`src/rtl/max_mean_sliding_window_unit_defines.svh`:
```
// Assertion macros shared by the max-mean sliding window block.
`ifndef MAX_MEAN_SLIDING_WINDOW_UNIT_DEFINES_SVH
`define MAX_MEAN_SLIDING_WINDOW_UNIT_DEFINES_SVH

// Same-cycle implication, clocked by clk and disabled during reset.
`define MMSW_ASSERT_NOW(name, ante, cons, msg) \
  name: assert property (@(posedge clk) disable iff (!rst_n) (ante) |-> (cons)) \
    else $error(msg);

// Next-cycle implication, clocked by clk and disabled during reset.
`define MMSW_ASSERT_NEXT(name, ante, cons, msg) \
  name: assert property (@(posedge clk) disable iff (!rst_n) (ante) |=> (cons)) \
    else $error(msg);

`endif

```
`src/rtl/mmsw_pkg.sv`:
```
// Types and constants of the max-mean sliding window block.
`default_nettype none

package mmsw_pkg;

  localparam int unsigned       WINDOW_MAX = 256;
  localparam longint unsigned   LEN_MAX    = 65536;
  localparam int unsigned       VALUE_W    = 32;

  localparam int unsigned AW      = $clog2(WINDOW_MAX);
  localparam int unsigned K_W     = 9;
  localparam int unsigned CNT_W   = $clog2(LEN_MAX + 1);
  localparam int unsigned IDX_W   = 16;
  localparam int unsigned SUM_W   = 40;
  localparam int unsigned MEAN_W  = 48;
  localparam int unsigned FRAC    = 16;
  localparam int unsigned DVD_W   = SUM_W + FRAC;
  localparam int unsigned DCNT_W  = $clog2(DVD_W);

  // -1.0 in signed Q.16
  localparam logic [MEAN_W-1:0] MEAN_NONE = ~MEAN_W'((1 << FRAC) - 1);

  typedef struct packed {
    logic                    found;
    logic                    overflow;
    logic signed [SUM_W-1:0] best_sum;
    logic [IDX_W-1:0]        start_index;
    logic [IDX_W-1:0]        end_index;
    logic [K_W-1:0]          k;
  } res_t;

endpackage

`default_nettype wire

```
`src/rtl/mmsw_if.sv`:
```
// Stream interfaces of the max-mean sliding window block.
`default_nettype none


interface mmsw_out_if;
  import mmsw_pkg::*;

  logic                     valid;
  logic                     ready;
  logic                     found;
  logic                     overflow;
  logic signed [SUM_W-1:0]  best_sum;
  logic signed [MEAN_W-1:0] mean_q16;
  logic [IDX_W-1:0]         start_index;
  logic [IDX_W-1:0]         end_index;

  modport source (output valid, output found, output overflow, output best_sum,
                  output mean_q16, output start_index, output end_index, input ready);
  modport sink   (input valid, input found, input overflow, input best_sum,
                  input mean_q16, input start_index, input end_index, output ready);
endinterface

`default_nettype wire

```
`src/rtl/mmsw_div.sv`:
```
// Bit-serial mean divider and result output register.
`default_nettype none

module mmsw_div (
  input  wire logic           clk,
  input  wire logic           rst_n,
  input  wire logic           start,
  input  wire mmsw_pkg::res_t res,
  output logic                idle,
  mmsw_out_if.source          out_ch
);
  import mmsw_pkg::*;

  localparam logic [1:0] ST_IDLE = 2'd0;
  localparam logic [1:0] ST_RUN  = 2'd1;
  localparam logic [1:0] ST_DONE = 2'd2;

  logic [1:0]        st_r, st_nxt;
  res_t              hold_r;
  logic [DVD_W-1:0]  dvd_r;
  logic [K_W-1:0]    rem_r;
  logic [DCNT_W-1:0] cnt_r;

  logic [SUM_W-1:0]  mag;
  logic [K_W:0]      rem_sh;
  logic              ge;
  logic [K_W:0]      rem_sub;
  logic [DVD_W-1:0]  q_signed;
  logic [MEAN_W-1:0] mean;
  logic              load;

  logic              out_vld_r;
  res_t              out_res_r;
  logic [MEAN_W-1:0] out_mean_r;

  assign mag     = res.best_sum[SUM_W-1] ? SUM_W'(-res.best_sum) : res.best_sum;
  assign rem_sh  = {rem_r, dvd_r[DVD_W-1]};
  assign ge      = rem_sh >= {1'b0, hold_r.k};
  assign rem_sub = rem_sh - {1'b0, hold_r.k};

  assign q_signed = hold_r.best_sum[SUM_W-1] ? (~dvd_r + DVD_W'(1)) : dvd_r;
  assign mean     = hold_r.found ? q_signed[MEAN_W-1:0] : MEAN_NONE;

  assign idle = st_r == ST_IDLE;
  assign load = (st_r == ST_DONE) && (!out_vld_r || out_ch.ready);

  always_comb begin
    st_nxt = st_r;
    unique case (st_r)
      ST_IDLE: begin
        if (start) begin
          st_nxt = res.found ? ST_RUN : ST_DONE;
        end
      end
      ST_RUN: begin
        if (cnt_r == DCNT_W'(DVD_W - 1)) begin
          st_nxt = ST_DONE;
        end
      end
      ST_DONE: begin
        if (load) begin
          st_nxt = ST_IDLE;
        end
      end
      default: st_nxt = ST_IDLE;
    endcase
  end

  always_ff @(posedge clk) begin
    if (!rst_n) begin
      st_r      <= ST_IDLE;
      out_vld_r <= 1'b0;
    end else begin
      st_r <= st_nxt;
      if (load) begin
        out_vld_r <= 1'b1;
      end else if (out_ch.ready) begin
        out_vld_r <= 1'b0;
      end
    end
  end

  // one quotient bit per cycle, shifted in behind the dividend
  always_ff @(posedge clk) begin
    if (st_r == ST_IDLE && start) begin
      hold_r <= res;
      dvd_r  <= {mag, {FRAC{1'b0}}};
      rem_r  <= '0;
      cnt_r  <= '0;
    end else if (st_r == ST_RUN) begin
      dvd_r <= {dvd_r[DVD_W-2:0], ge};
      rem_r <= ge ? rem_sub[K_W-1:0] : rem_sh[K_W-1:0];
      cnt_r <= cnt_r + DCNT_W'(1);
    end
  end

  always_ff @(posedge clk) begin
    if (load) begin
      out_res_r  <= hold_r;
      out_mean_r <= mean;
    end
  end

  assign out_ch.valid       = out_vld_r;
  assign out_ch.found       = out_res_r.found;
  assign out_ch.overflow    = out_res_r.overflow;
  assign out_ch.best_sum    = out_res_r.best_sum;
  assign out_ch.mean_q16    = out_mean_r;
  assign out_ch.start_index = out_res_r.start_index;
  assign out_ch.end_index   = out_res_r.end_index;

endmodule

`default_nettype wire
```
`src/flat_wrapper.sv`:
```
// flat-port wrapper written by rule: the top's interface ports become plain ports
module mmsw_div_flat import mmsw_pkg::*;
  (clk, rst_n, start, res, idle, out_ch_valid, out_ch_found, out_ch_overflow, out_ch_best_sum, out_ch_mean_q16, out_ch_start_index, out_ch_end_index, out_ch_ready);
  mmsw_out_if out_ch_i ();
  input  wire logic clk;
  input  wire logic rst_n;
  input  wire logic start;
  input  wire mmsw_pkg::res_t res;
  output logic idle;
  output wire logic [$bits(out_ch_i.valid)-1:0] out_ch_valid;
  output wire logic [$bits(out_ch_i.found)-1:0] out_ch_found;
  output wire logic [$bits(out_ch_i.overflow)-1:0] out_ch_overflow;
  output wire logic [$bits(out_ch_i.best_sum)-1:0] out_ch_best_sum;
  output wire logic [$bits(out_ch_i.mean_q16)-1:0] out_ch_mean_q16;
  output wire logic [$bits(out_ch_i.start_index)-1:0] out_ch_start_index;
  output wire logic [$bits(out_ch_i.end_index)-1:0] out_ch_end_index;
  input wire logic [$bits(out_ch_i.ready)-1:0] out_ch_ready;
  assign out_ch_valid = out_ch_i.valid;
  assign out_ch_found = out_ch_i.found;
  assign out_ch_overflow = out_ch_i.overflow;
  assign out_ch_best_sum = out_ch_i.best_sum;
  assign out_ch_mean_q16 = out_ch_i.mean_q16;
  assign out_ch_start_index = out_ch_i.start_index;
  assign out_ch_end_index = out_ch_i.end_index;
  assign out_ch_i.ready = out_ch_ready;
  mmsw_div u_core (.clk(clk), .rst_n(rst_n), .start(start), .res(res), .idle(idle), .out_ch(out_ch_i));
endmodule
```
`config.mk`:
```
export PLATFORM = sky130hd
export DESIGN_NAME = mmsw_div_flat
export DESIGN_NICKNAME = d
export VERILOG_FILES = /design/src/rtl/max_mean_sliding_window_unit_defines.svh /design/src/rtl/mmsw_pkg.sv /design/src/rtl/mmsw_if.sv /design/src/rtl/mmsw_div.sv /design/src/flat_wrapper.sv
export SDC_FILE = /design/constraint.sdc
export NUM_CORES = 1
export LEC_CHECK = 0
export ABC_AREA = 1
export BUFFER_PORTS_ARGS = -buffer_cell sky130_fd_sc_hd__buf_2
export CAP_MARGIN = 20
export CORE_MARGIN = 4
export CORE_UTILIZATION = 57
export DETAILED_ROUTE_END_ITERATION = 6
export GPL_ROUTABILITY_DRIVEN = 0
export PLACE_DENSITY = 0.78
export SYNTH_ARGS = -nofsm -noshare
export SYNTH_HDL_FRONTEND = slang
export SYNTH_SLANG_ARGS = --single-unit
```
`constraint.sdc`:
```
create_clock -name clk -period 8.9 [get_ports clk]
set_input_delay 1.78 -clock clk [delete_from_list [all_inputs] [get_ports clk]]
set_output_delay 1.78 -clock clk [all_outputs]
set_load 0.01 [all_outputs]
```
* After elaboration in Yosys (flattened, before gate mapping) *
Index checks and enable logic that the tools add are counted.

storage, ports and cells
  register bits after elaboration = 279
  latch bits = 0
  memory bits (writable) = 0
  ROM bits = 0
  bits of input ports = 87
  output and inout port bits = 124
  logic and storage cells = 50
  memories = 0

cells by class
  $add $sub $neg = 4
  multipliers = 0
  div/mod/pow operators = 0
  $lt $le $gt $ge = 1
  equality and inequality tests = 6
  shift operators = 0
  muxes and demuxes = 12
  bitwise operators = 1
  reduce and logical (&&, ||, !) cells = 8

operators by type and width
  operator               number
  $mux 56                2
  $add 48x1->48 const B  1
  $mux 48                1
  $not 48->48            1
  $mux 40                1
  $neg 40->40            1
  $ge 10x9->1            1
  $mux 9                 1
  $sub 9x9->9            1
  $mux 2                 4
  $add 6x1->6 const B    1
  $eq 6x6->1 const B     1
  $pmux 2 s3             1
  $ne 2x1->1 const B     2
  $reduce_bool 2->1      2
  $reduce_and 3->1       1
  $eq 2x1->1 const B     1
  $eq 2x2->1 const B     1
  $logic_and 1x1->1      2
  $logic_not 2->1        1
  $mux 1                 2
  $ne 2x2->1 const B     1
  $logic_not 1->1        1
  $logic_or 1x1->1       1

* Depth between registers and ports, before layout *
Gate-level depths: netlist of the first run.

  depth in word-level cells = 5
  depth in mapped cells = 14
  depth with buffers taken out = 14

* Worst setup path after synthesis of the first run *
No wires, ideal clock.

  path kind = in2reg
  start = input port out_ch_ready
  end = register u_core.out_res_r, in the netlist u_core.out_ch.best_sum[0] (enable)
  library setup time = 608 ps
  arrival = 6947 ps
  required time = 8292 ps
  setup slack = 1345 ps
  stages on the path = 2
  path buffers = 0
  cells stage by stage = nor2_1 > nor2_1

between the ends
  cells in the longest elaborated chain, start to end = 2

RTL lines
  what                    RTL line            RTL
  start: declaration      flat_wrapper.sv:17  input wire logic [$bits(out_ch_i.ready)-1:0] out_ch_ready;
  $logic_or 1x1->1        mmsw_div.sv:45      assign load = (st_r == ST_DONE) && (!out_vld_r || out_ch.ready);
  $logic_and 1x1->1       mmsw_div.sv:45
  named net u_core.load   mmsw_div.sv:30      logic load;
  end signal: assignment  mmsw_div.sv:99      out_res_r <= hold_r;
  end: declaration        mmsw_div.sv:33      res_t out_res_r;

The timed path passes the listed nets, and every way through them passes these cells.
A chain may end at the register's enable or synchronous reset.

* Final worst setup path of the first run *
  start = input port start
  end = register u_core.dvd_r[55], data pin

between the ends
  cells in the longest elaborated chain, start to end = 2

RTL lines
  what                    RTL line           RTL
  start: declaration      flat_wrapper.sv:7  input wire logic start;
  $logic_and 1x1->1       mmsw_div.sv:85     if (st_r == ST_IDLE && start) begin
  $mux 56                 mmsw_div.sv:85
  end signal: assignment  mmsw_div.sv:87     dvd_r <= {mag, {FRAC{1'b0}}};
  end signal: assignment  mmsw_div.sv:91     dvd_r <= {dvd_r[DVD_W-2:0], ge};
  end: declaration        mmsw_div.sv:20     logic [DVD_W-1:0] dvd_r;

Every way passes these cells.

==> results of run 1 <==
[final timing paths]
path,start,to,cells after the start
max reg2reg,u_core.st_r[1],u_core.dvd_r[55],8
max,start,u_core.dvd_r[55],8
min reg2reg,u_core.hold_r[54],u_core.out_ch.best_sum[13],0
min,u_core.hold_r[54],u_core.out_ch.best_sum[13],0
[synth_stat cells (all sizes together)]
cell and number:
nand2 270, edfxtp 245, inv 145, nor2 145, nand3 136, o21ai 69, a21oi 44, dfxtp 34
o22ai 30, buf 21, nor3 20, nand4 18, ha 12, clkbuf 11, o211ai 7, xor2 5
nand3b 4, and3 3, or2 3, nor4 2, o21bai 2, o32ai 2, xnor2 2, a21o 1
a31oi 1, fa 1, nor3b 1, o2111ai 1, o21a 1
[registers in the layout (all words and copies together), names as in the netlist]
name / flops
u_core.rem_r: 9
u_core.cnt_r: 6
u_core.out_ch.overflow: 1
u_core.out_ch.found: 1
u_core.out_ch.best_sum: 40
u_core.out_ch.mean_q16: 48
u_core.dvd_r: 56
u_core.st_r: 2
u_core.hold_r: 83
u_core.out_ch.valid: 1
u_core.out_ch.end_index: 16
u_core.out_ch.start_index: 16
[kinds of logic after synthesis]
logic type      synth area share
xor+xnor                 0.00484
simple gates               0.219
buf+inv                   0.0560
compound gates            0.0726
fa+ha+maj                 0.0134
flops                      0.634
[per-stage QoR]
stage                     setup slack [ns]  cell area, um2  utilization
after floorplan                       1.35           12700            -
after global placement                4.60           14000        0.640
after detailed placement              4.53           14000        0.640
after CTS                             5.12           14900        0.681
after global routing                  4.88           14900        0.681
final                                 5.12           14900        0.681
[power groups by stage]
stage	logic [W]	registers [W]	clock network, W
after floorplan	0.000465	0.00177	0
after global placement	0.000691	0.00174	0
after detailed placement	0.000709	0.00175	0
after CTS	0.000714	0.00172	0.00115
after global routing	0.000799	0.00174	0.00121
final	0.000715	0.00172	0.00113
[area by class of cell]
type | instances | area, um2
fill | 1649 | 6960
inverter | 145 | 544
timing repair buffer | 216 | 1100
multi-input combinational | 780 | 3940
tap | 280 | 350
clock inverter | 13 | 139
clock buffer | 37 | 754
sequential | 279 | 8040
[per-layer routing]
layer	up-vias	routed length [um]
met5	-	0
met4	0	828
met3	64	2680
met2	446	14800
met1	4552	11300
li1	4682	-
[critical path: cells and delay by family]
kind | cells | cell delay (ns)
buffers and inverters | 4 | 1.33
AO/OA/AOI/OAI | 1 | 0.14
AND/OR/NAND/NOR | 3 | 0.90
==> impl_metrics.csv, run 1 <==
group,metric,value,unit
logic_synthesis,yosysWarnings,0,
worst_hold_path,hp-class,"register to register",
cts,numCtsBuffers,28,
sta,post-route-period-util,0.424,
setup_path,cpPeakStageDelay,0.83,ns
global_routing,grt_busiest_layer,"met2",
logic_synthesis,avgSynthCellArea,10.3,um2
global_routing,grt_remaining_overflow,0,
route,drc_errors,0,
sta,rsz0062_at_grt,"no",
setup_path,worstPathMaxFanout,77,
cts,cts_root_buffer,"clkbuf_16",
sta,skew,0.0443,ns
cts,holdBufCountCts,0,
logic_synthesis,synth_cell_types,48,
logic_synthesis,syn_nets,1336,
cts,htree_levels,1,
floorplanning,initial_core_util,0.581,
place,hpwl,21.3,mm
pwr,power.ir.vdd_worst,0.000188,V
logic_synthesis,synth_area_leaders,"edfxtp_1 58%, nand2_1 7.7%, dfxtp_1 5.4%",
logic_synthesis,synthCells,1236,
finish,drive_gt1_frac,0.218,
pwr,p_comb_frac,0.201,
cts,clock_latency,0.57,ns
route,drt_pass1_iterations,7,
setup_path,crit_required,9.31,ns
cts,cts_setup_buffers,0,
finish,final_cell_mix,"259 x nand2_1, 245 x edfxtp_1, 210 x buf_2",
setup_path,reg2reg_setup_slack,5.98,ns
sta,whs,0.402,ns
route,drt-total-wl,29.6,mm
floorplanning,core-area,21800,um2
route,vias,9744,
finish,syn2layout_area_growth,17.2,%
global_routing,grt_pass1_vias,9386,
setup_path,startpoint_type,"primary input",
route,drt_iter0_drc,893,
run,cap_violations,0,
pwr,pwr-share-seq,0.484,
sta,maxSlewViolCount,0,
pwr,p_total,0.00357,W
global_routing,met1_usage,0.302,
pwr,p_per_area,240,nW/um2
global_routing,grt_max_degree,78,
route,postRouteAntennaNets,0,
sta,clock.fmax,0.265,GHz
global_routing,grt.met2_usage,0.418,
floorplanning,pin_count,211,
floorplanning,die_area,24700,um2
cts,cts.sinks,279,
logic_synthesis,synth_top_area_frac,0.580,
cts,cts_tree,"done",
route,routedWlPerCell,16.9,um
global_routing,grt_pass1_wl,46.9,mm
finish,fin_cells,1750,
setup_path,worst_setup_path_end_kind,"register",
pwr,switching_power,0.00105,W
place,placed_cells,1700,
finish,diodes,0,
cts,post_cts_resized,0,
logic_synthesis,synth-seq-cells,279,
setup_path,cp_cell_sequence,"buf_2, inv_1, nor2_8, buf_4, inv_2, nor3_1, nand4_1, o21ai_1",
floorplanning,die_y,157,um
sta,fin_crit,3.78,ns
sta,finalHoldViolCount,0,
pwr,swShare,0.296,
logic_synthesis,synth_area,12700,um2
global_routing,gr-usage-met3,0.0440,
finish,layout.nets,1550,
sta,tightest_slew,0.964,ns
setup_path,critPathKind,"primary input to register",
global_routing,grt_use_total,0.239,
finish,layout_commonest_cell,"nand2_1",
setup_path,slowest_stage,"buf_4",
route,post_drt_via_cell_ratio,5.57,
cts,cts_buffer_depth,3,
run_status,status,"completed",
sta,setup-violations-final,0,
logic_synthesis,yosys.area.top_type,"edfxtp_1",
sta,setup_tns,0,ns
setup_path,crit_arrival,4.19,ns
pwr,p_leak,6.13,nW
pwr,p_clk_frac,0.316,
sta,relSlewSlack,0.357,
cts,clkTransAtPathRegs,0.06,ns
logic_synthesis,ys_seq_area_frac,0.634,
place,portBuffers,210,
floorplanning,num_rows,54,
floorplanning,die_x,157,um
pwr,intPower,0.00251,W
global_routing,antenna_found_initial,0,
(Power assumes the default switching activity.)
==> run 2: changes to the inputs <==
- CORE_UTILIZATION: 57 -> 51
- PLACE_DENSITY: 0.78 -> 0.73
- clock period: 8.9 -> 3.4 ns (I/O delays scaled with it)
==> impl_metrics.csv, run 2 (synthesis results as in run 1) <==
group,metric,value,unit
global_routing,antenna_found_initial,0,
setup_path,crit_family,"simple AND/OR/NAND/NOR gates",
pwr,p_leak,6.25,nW
setup_path,cp_cell_sequence,"inv_1, ha_1, inv_1, fa_1, inv_1, nor2_2, nor2_2, o21bai_4, nand2_2, nand2_4, or2_2, nand3_1, nand2_1",
global_routing,grt_max_degree,106,
cts,htree_levels,1,
global_routing,grt.met2_usage,0.358,
sta,rsz0062_at_grt,"no",
pwr,p_per_area,638,nW/um2
sta,maxSlewViolCount,0,
setup_path,cp_common_cell,"inv_1",
sta,relSlewSlack,0.436,
cts,clock_latency,0.56,ns
finish,final_cell_mix,"259 x nand2_1, 245 x edfxtp_1, 210 x buf_2",
global_routing,grt_pass1_vias,9145,
setup_path,crit_required,3.84,ns
route,drt_pass1_iterations,6,
setup_path,startpoint_type,"register",
route,post_drt_via_cell_ratio,5.29,
global_routing,grt_use_total,0.212,
cts,cts_setup_buffers,0,
setup_path,critPathKind,"register to register",
global_routing,grt_pass1_wl,47.7,mm
cts,cts_buffer_depth,3,
setup_path,critPathLaunch,"u_core.dvd_r[55]",
finish,drive_gt1_frac,0.227,
global_routing,grt_busiest_layer,"met2",
finish,diodes,0,
finish,n_fill_cell,2052,
floorplanning,die_x,166,um
route,vias,9552,
sta,post-route-period-util,0.640,
sta,finalHoldViolCount,0,
setup_path,path_buf_inv,3,
global_routing,met1_usage,0.282,
route,routedWlPerCell,16.5,um
finish,syn2layout_area_growth,19.4,%
sta,fin_crit,2.18,ns
route,drt-total-wl,29.7,mm
finish,layout.nets,1560,
sta,setup-violations-final,0,
sta,tightest_slew,0.845,ns
floorplanning,die_y,166,um
floorplanning,core-area,24400,um2
global_routing,grt_remaining_overflow,0,
cts,post_cts_resized,0,
setup_path,slowest_stage,"fa_1",
run_status,status,"completed",
setup_path,worstPathMaxFanout,15,
setup_path,r2r_start,"u_core.dvd_r[55]",
finish,regMostFlops,"u_core.hold_r",
sta,whs,0.299,ns
finish,largest_reg_flops,83,
sta,clock.fmax,0.459,GHz
floorplanning,num_rows,57,
cts,cts.sinks,279,
cts,cts_root_buffer,"clkbuf_16",
cts,cts_tree,"done",
place,hpwl,21.5,mm
route,postRouteAntennaNets,0,
worst_hold_path,hold_start,"res[12]",
sta,skew,0.0182,ns
setup_path,cpPeakStageDelay,0.41,ns
setup_path,crit_arrival,2.62,ns
floorplanning,pin_count,211,
cts,numCtsBuffers,29,
route,drc_errors,0,
worst_hold_path,hp-class,"primary input to register",
cts,holdBufCountCts,0,
finish,layout_commonest_cell,"nand2_1",
floorplanning,initial_core_util,0.520,
pwr,p_total,0.00965,W
floorplanning,die_area,27400,um2
sta,setup_tns,0,ns
pwr,power.ir.vdd_worst,0.000431,V
cts,clkTransAtPathRegs,0.06,ns
setup_path,worst_setup_path_end_kind,"register",
route,drt_iter0_drc,934,
global_routing,gr-usage-met3,0.0374,
run,cap_violations,0,
place,portBuffers,210,
run 2: routing by layer:
metal / wire length, um / part of all wire
met1: 12300 / 0.41
met4: 709 / 0.024
met3: 2210 / 0.074
met2: 14600 / 0.49
met5: 0 / 0
run 2: worst paths after layout:
check | end | slack, ns | depth (start not counted)
max | u_core.rem_r[5] | 1.22 | 13
max reg2reg | u_core.rem_r[5] | 1.22 | 13
min reg2reg | u_core.out_ch.best_sum[25] | 0.42 | 0
min | u_core.hold_r[12] | 0.30 | 1
run 2: worst register-to-register path, cell delays in order (launching register included):
cell      delay (ns)
edfxtp_1        0.38
inv_1           0.10
ha_1            0.15
inv_1           0.06
fa_1            0.41
inv_1           0.09
nor2_2          0.05
nor2_2          0.16
o21bai_4        0.08
nand2_2         0.09
nand2_4         0.12
or2_2           0.30
nand3_1         0.07
nand2_1         0.05
run 2: where the power goes:
| group | internal [W] | leakage (nW) | switching (W) |
|---|---|---|---|
| Clock | 0.00194 | 0.487 | 0.00131 |
| Combinational | 0.000601 | 3.18 | 0.00130 |
| Sequential | 0.00429 | 2.58 | 0.000219 |
| Total | 0.00683 | 6.25 | 0.00283 |
run 2: through the flow:
stage               cells  cell area [um2]  utilization  setup WS, ns
floorplan            1236            12700            -         0.449
global placement     1753            14100        0.580          1.10
detailed placement   1753            14100        0.580          1.06
CTS                  1806            15100        0.620          1.21
global route         1806            15100        0.620          1.03
finish               1806            15100        0.620          1.22
run 2: area by class of cell:
class | count | area [um2] | share of cell area
inverters | 145 | 544 | 0.0360
multi-input cells | 780 | 3940 | 0.260
flip-flops and latches | 279 | 8040 | 0.531
well taps | 324 | 405 | 0.0268
clock buffers | 33 | 771 | 0.0509
clock inverters | 20 | 221 | 0.0146
repair buffers | 225 | 1210 | 0.0802
==> run 3: changes to the inputs <==
- ABC_AREA: 1 -> 0
- CORE_UTILIZATION: 51 -> 56
- PLACE_DENSITY: 0.73 -> 0.77
- clock period: 3.4 -> 2.05 ns (I/O delays scaled with it)
==> impl_metrics.csv, run 3 <==
group,metric,value,unit
run_status,status,"finished with violations",
run_status,violations,"negative setup slack",
logic_synthesis,ys_async_sr_fraction,0,
setup_path,worstSetupEndpoint,"u_core.out_ch.mean_q16[44]",
logic_synthesis,synth_ff_type,"edfxtp_1",
logic_synthesis,ys_seq_area_frac,0.692,
setup_path,cp.depth,7,
setup_path,crit_arrival,2.85,ns
finish,final_cell_mix,"245 x edfxtp_1, 209 x buf_2, 167 x buf_4",
route,post_drt_via_cell_ratio,5.64,
route,drt_pass1_iterations,5,
floorplanning,core-area,20300,um2
logic_synthesis,synthCells,858,
setup_path,r2r_start,"u_core.dvd_r[32]",
logic_synthesis,synth_area_leaders,"edfxtp_1 63%, dfxtp_1 5.9%, xor2_1 4.9%",
pwr,power.ir.vdd_worst,0.000556,V
cts,clkTransAtPathRegs,0.06,ns
finish,layout.nets,1350,
pwr,intPower,0.0104,W
pwr,swShare,0.242,
route,routed.top_layer,"met4",
pwr,switching_power,0.00331,W
route,dr_wl_met2,15.1,mm
sta,clock.fmax,0.388,GHz
route,drc_errors,0,
logic_synthesis,synth_top_area_frac,0.633,
sta,post-route-period-util,1.26,
place,portBuffers,210,
global_routing,grt_max_degree,50,
floorplanning,num_rows,52,
logic_synthesis,synthAdderAreaFrac,0.0147,
logic_synthesis,synth-seq-cells,279,
sta,setup_slack,-0.529,ns
logic_synthesis,synth_area,11600,um2
logic_synthesis,synth_compound_area_frac,0.0925,
setup_path,startpoint_type,"register",
pwr,p_leak,6.41,nW
logic_synthesis,yosys.area.top_type,"edfxtp_1",
finish,drive_gt1_frac,0.435,
route,wl_met1,11.6,mm
place,hpwl,19.5,mm
run,cap_violations,0,
floorplanning,pin_count,211,
global_routing,grt_remaining_overflow,0,
finish,regMostFlops,"u_core.hold_r",
floorplanning,die_y,152,um
setup_path,worstPathMaxFanout,5,
route,postRouteAntennaNets,0,
floorplanning,initial_core_util,0.572,
logic_synthesis,yosys.area_share.simple,0.119,
cts,cts_root_buffer,"clkbuf_16",
worst_hold_path,hold_start,"res[37]",
sta,relSlewSlack,0.665,
cts,cts_tree,"done",
floorplanning,die_area,23100,um2
global_routing,antenna_found_initial,0,
logic_synthesis,synthMuxAreaShare,0.00259,
logic_synthesis,yosys-top-cells-count,"245 x edfxtp_1, 107 x nand2_1, 65 x xor2_1",
cts,htree_levels,1,
cts,clock_latency,0.54,ns
global_routing,grt_pass1_wl,46.0,mm
pwr,p_per_area,855,nW/um2
global_routing,grt_use_total,0.243,
cts,cts_buffer_depth,3,
setup_path,reg2reg_setup_slack,-0.53,ns
setup_path,worst_setup_path_end_kind,"register",
pwr,pwr-share-seq,0.501,
route,drt-total-wl,29.5,mm
setup_path,rr_worst_depth,7,
logic_synthesis,yosysWarnings,0,
sta,rsz0062_at_grt,"yes",
setup_path,path_buf_inv,1,
setup_path,critPathKind,"register to register",
setup_path,cpPeakStageDelay,0.50,ns
route,routedWlPerCell,19.1,um
setup_path,critPathLaunch,"u_core.dvd_r[32]",
finish,diodes,0,
global_routing,grt_pass1_vias,8646,
setup_path,slowest_stage,"or4b_1",
cts,cts.sinks,279,
sta,maxSlewViolCount,0,
pwr,p_comb_frac,0.132,
logic_synthesis,syn_nets,958,
cts,numCtsBuffers,28,
logic_synthesis,synth_edf_count,245,
sta,finalHoldViolCount,0,
finish,final_util,0.788,
finish,largest_reg_flops,83,
logic_synthesis,avgSynthCellArea,13.5,um2
logic_synthesis,synth_top_family_by_area,"simple AND/OR/NAND/NOR gates",
sta,setup-violations-final,45,
logic_synthesis,synth_cell_types,60,
sta,tightest_slew,0.502,ns
setup_path,cp_cell_sequence,"buf_4, or4_4, or3_4, or4b_1, o21ai_2, xor2_1, nand2_1",
sta,setup_tns,-9.73,ns
setup_path,crit_family,"simple AND/OR/NAND/NOR gates",
worst_hold_path,hp-class,"primary input to register",
pwr,p_clk_frac,0.367,
floorplanning,die_x,152,um
setup_path,crit_required,2.32,ns
setup_path,r2r_end,"u_core.out_ch.mean_q16[44]",
route,drt_iter0_drc,600,
logic_synthesis,synth_most_common_cell,"edfxtp_1",
sta,fin_crit,2.58,ns
logic_synthesis,synth_xor_area_frac,0.0603,
route,wl_met3,2.08,mm
route,vias,8697,
finish,layout_commonest_cell,"edfxtp_1",
finish,syn2layout_area_growth,37.8,%
sta,skew,0.0191,ns
==> run 3: cell types whose count changed after synthesis, moves of 25 or more <==
| cell | before | now |
|---|---|---|
| o31ai_1 | 0 | 25 |
| nand3_1 | 130 | 28 |
| o22ai_1 | 30 | 2 |
| nand2_1 | 259 | 107 |
| a21oi_1 | 44 | 10 |
| inv_1 | 135 | 20 |
| nor2_1 | 120 | 22 |
| xor2_1 | 5 | 65 |
==> run 3: cell type report <==
| cell class | count | area [um2] |
|---|---|---|
| Multi-Input combinational cell | 522 | 4040 |
| Sequential cell | 279 | 8040 |
| Inverter | 20 | 77.6 |
| Clock inverter | 18 | 160 |
| Clock buffer | 34 | 744 |
| Fill cell | 1152 | 4300 |
| Timing Repair Buffer | 399 | 2600 |
| Tap cell | 270 | 338 |
==> run 3: metal layers <==
layer | vias to the layer above | track usage
met5 | - | 0
met4 | 0 | 0.0621
met3 | 56 | 0.0486
met2 | 340 | 0.426
met1 | 4273 | 0.313
li1 | 4028 | -
==> run 3: cells by family (layout without fill, tap and decap cells) <==
| logic type | after synthesis | in the layout |
|---|---|---|
| AO/OA/AOI/OAI | 158 | 158 |
| XOR/XNOR | 80 | 80 |
| adder cells (fa/ha/maj) | 13 | 13 |
| buffers and inverters | 57 | 471 |
| flip-flops | 279 | 279 |
| multiplexers | 3 | 3 |
| AND/OR/NAND/NOR | 268 | 268 |
==> run 3: power groups by stage <==
stage	Sequential, W	Combinational (W)	Clock (W)
global route	0.00688	0.00195	0.00536
finish	0.00685	0.00181	0.00502
detailed placement	0.00696	0.00163	0
floorplan	0.00704	0.000728	0
CTS	0.00685	0.00173	0.00511
global placement	0.00694	0.00158	0
==> run 3: worst min path at each step <==
stage                                   endpoint  cells after the start
floorplan              u_core.out_ch.best_sum[0]                      0
CTS                             u_core.hold_r[9]                      1
global route                   u_core.hold_r[33]                      1
finish                         u_core.hold_r[37]                      1
global placement    u_core.out_ch.start_index[0]                      0
detailed placement    u_core.out_ch.end_index[5]                      0
==> run 3: worst register-to-register path, cell delays in order (launching register included) <==
cell,delay (ns)
edfxtp_1,0.39
buf_4,0.19
or4_4,0.49
or3_4,0.38
or4b_1,0.50
o21ai_2,0.15
xor2_1,0.14
nand2_1,0.07
==> run 3: metrics by stage <==
| step | total power [W] | instances | worst slack (ns) | area (um2) | hold WS [ns] |
|---|---|---|---|---|---|
| 2_1_floorplan | 0.00777 | 858 | -0.739 | 11900 | 0.400 |
| 3_3_place_gp | 0.00852 | 1466 | -0.629 | 14400 | 0.400 |
| 3_5_place_dp | 0.00859 | 1466 | -0.715 | 14400 | 0.405 |
| 4_1_cts | 0.0137 | 1529 | -0.498 | 15700 | 0.0275 |
| 5_1_grt | 0.0142 | 1542 | -0.615 | 16000 | 0.0274 |
| 6_report | 0.0137 | 1542 | -0.529 | 16000 | 0.0485 |
==> run 3: timing repair <==
item | CTS | global route
hold buffers | 0 | 0
gates cloned | 0 | 1
resized for setup | 59 | 47
setup endpoints to repair | 51 | 60
buffers inserted | 11 | 12
pin swaps | 40 | 37
hold endpoints to repair | 0 | 0
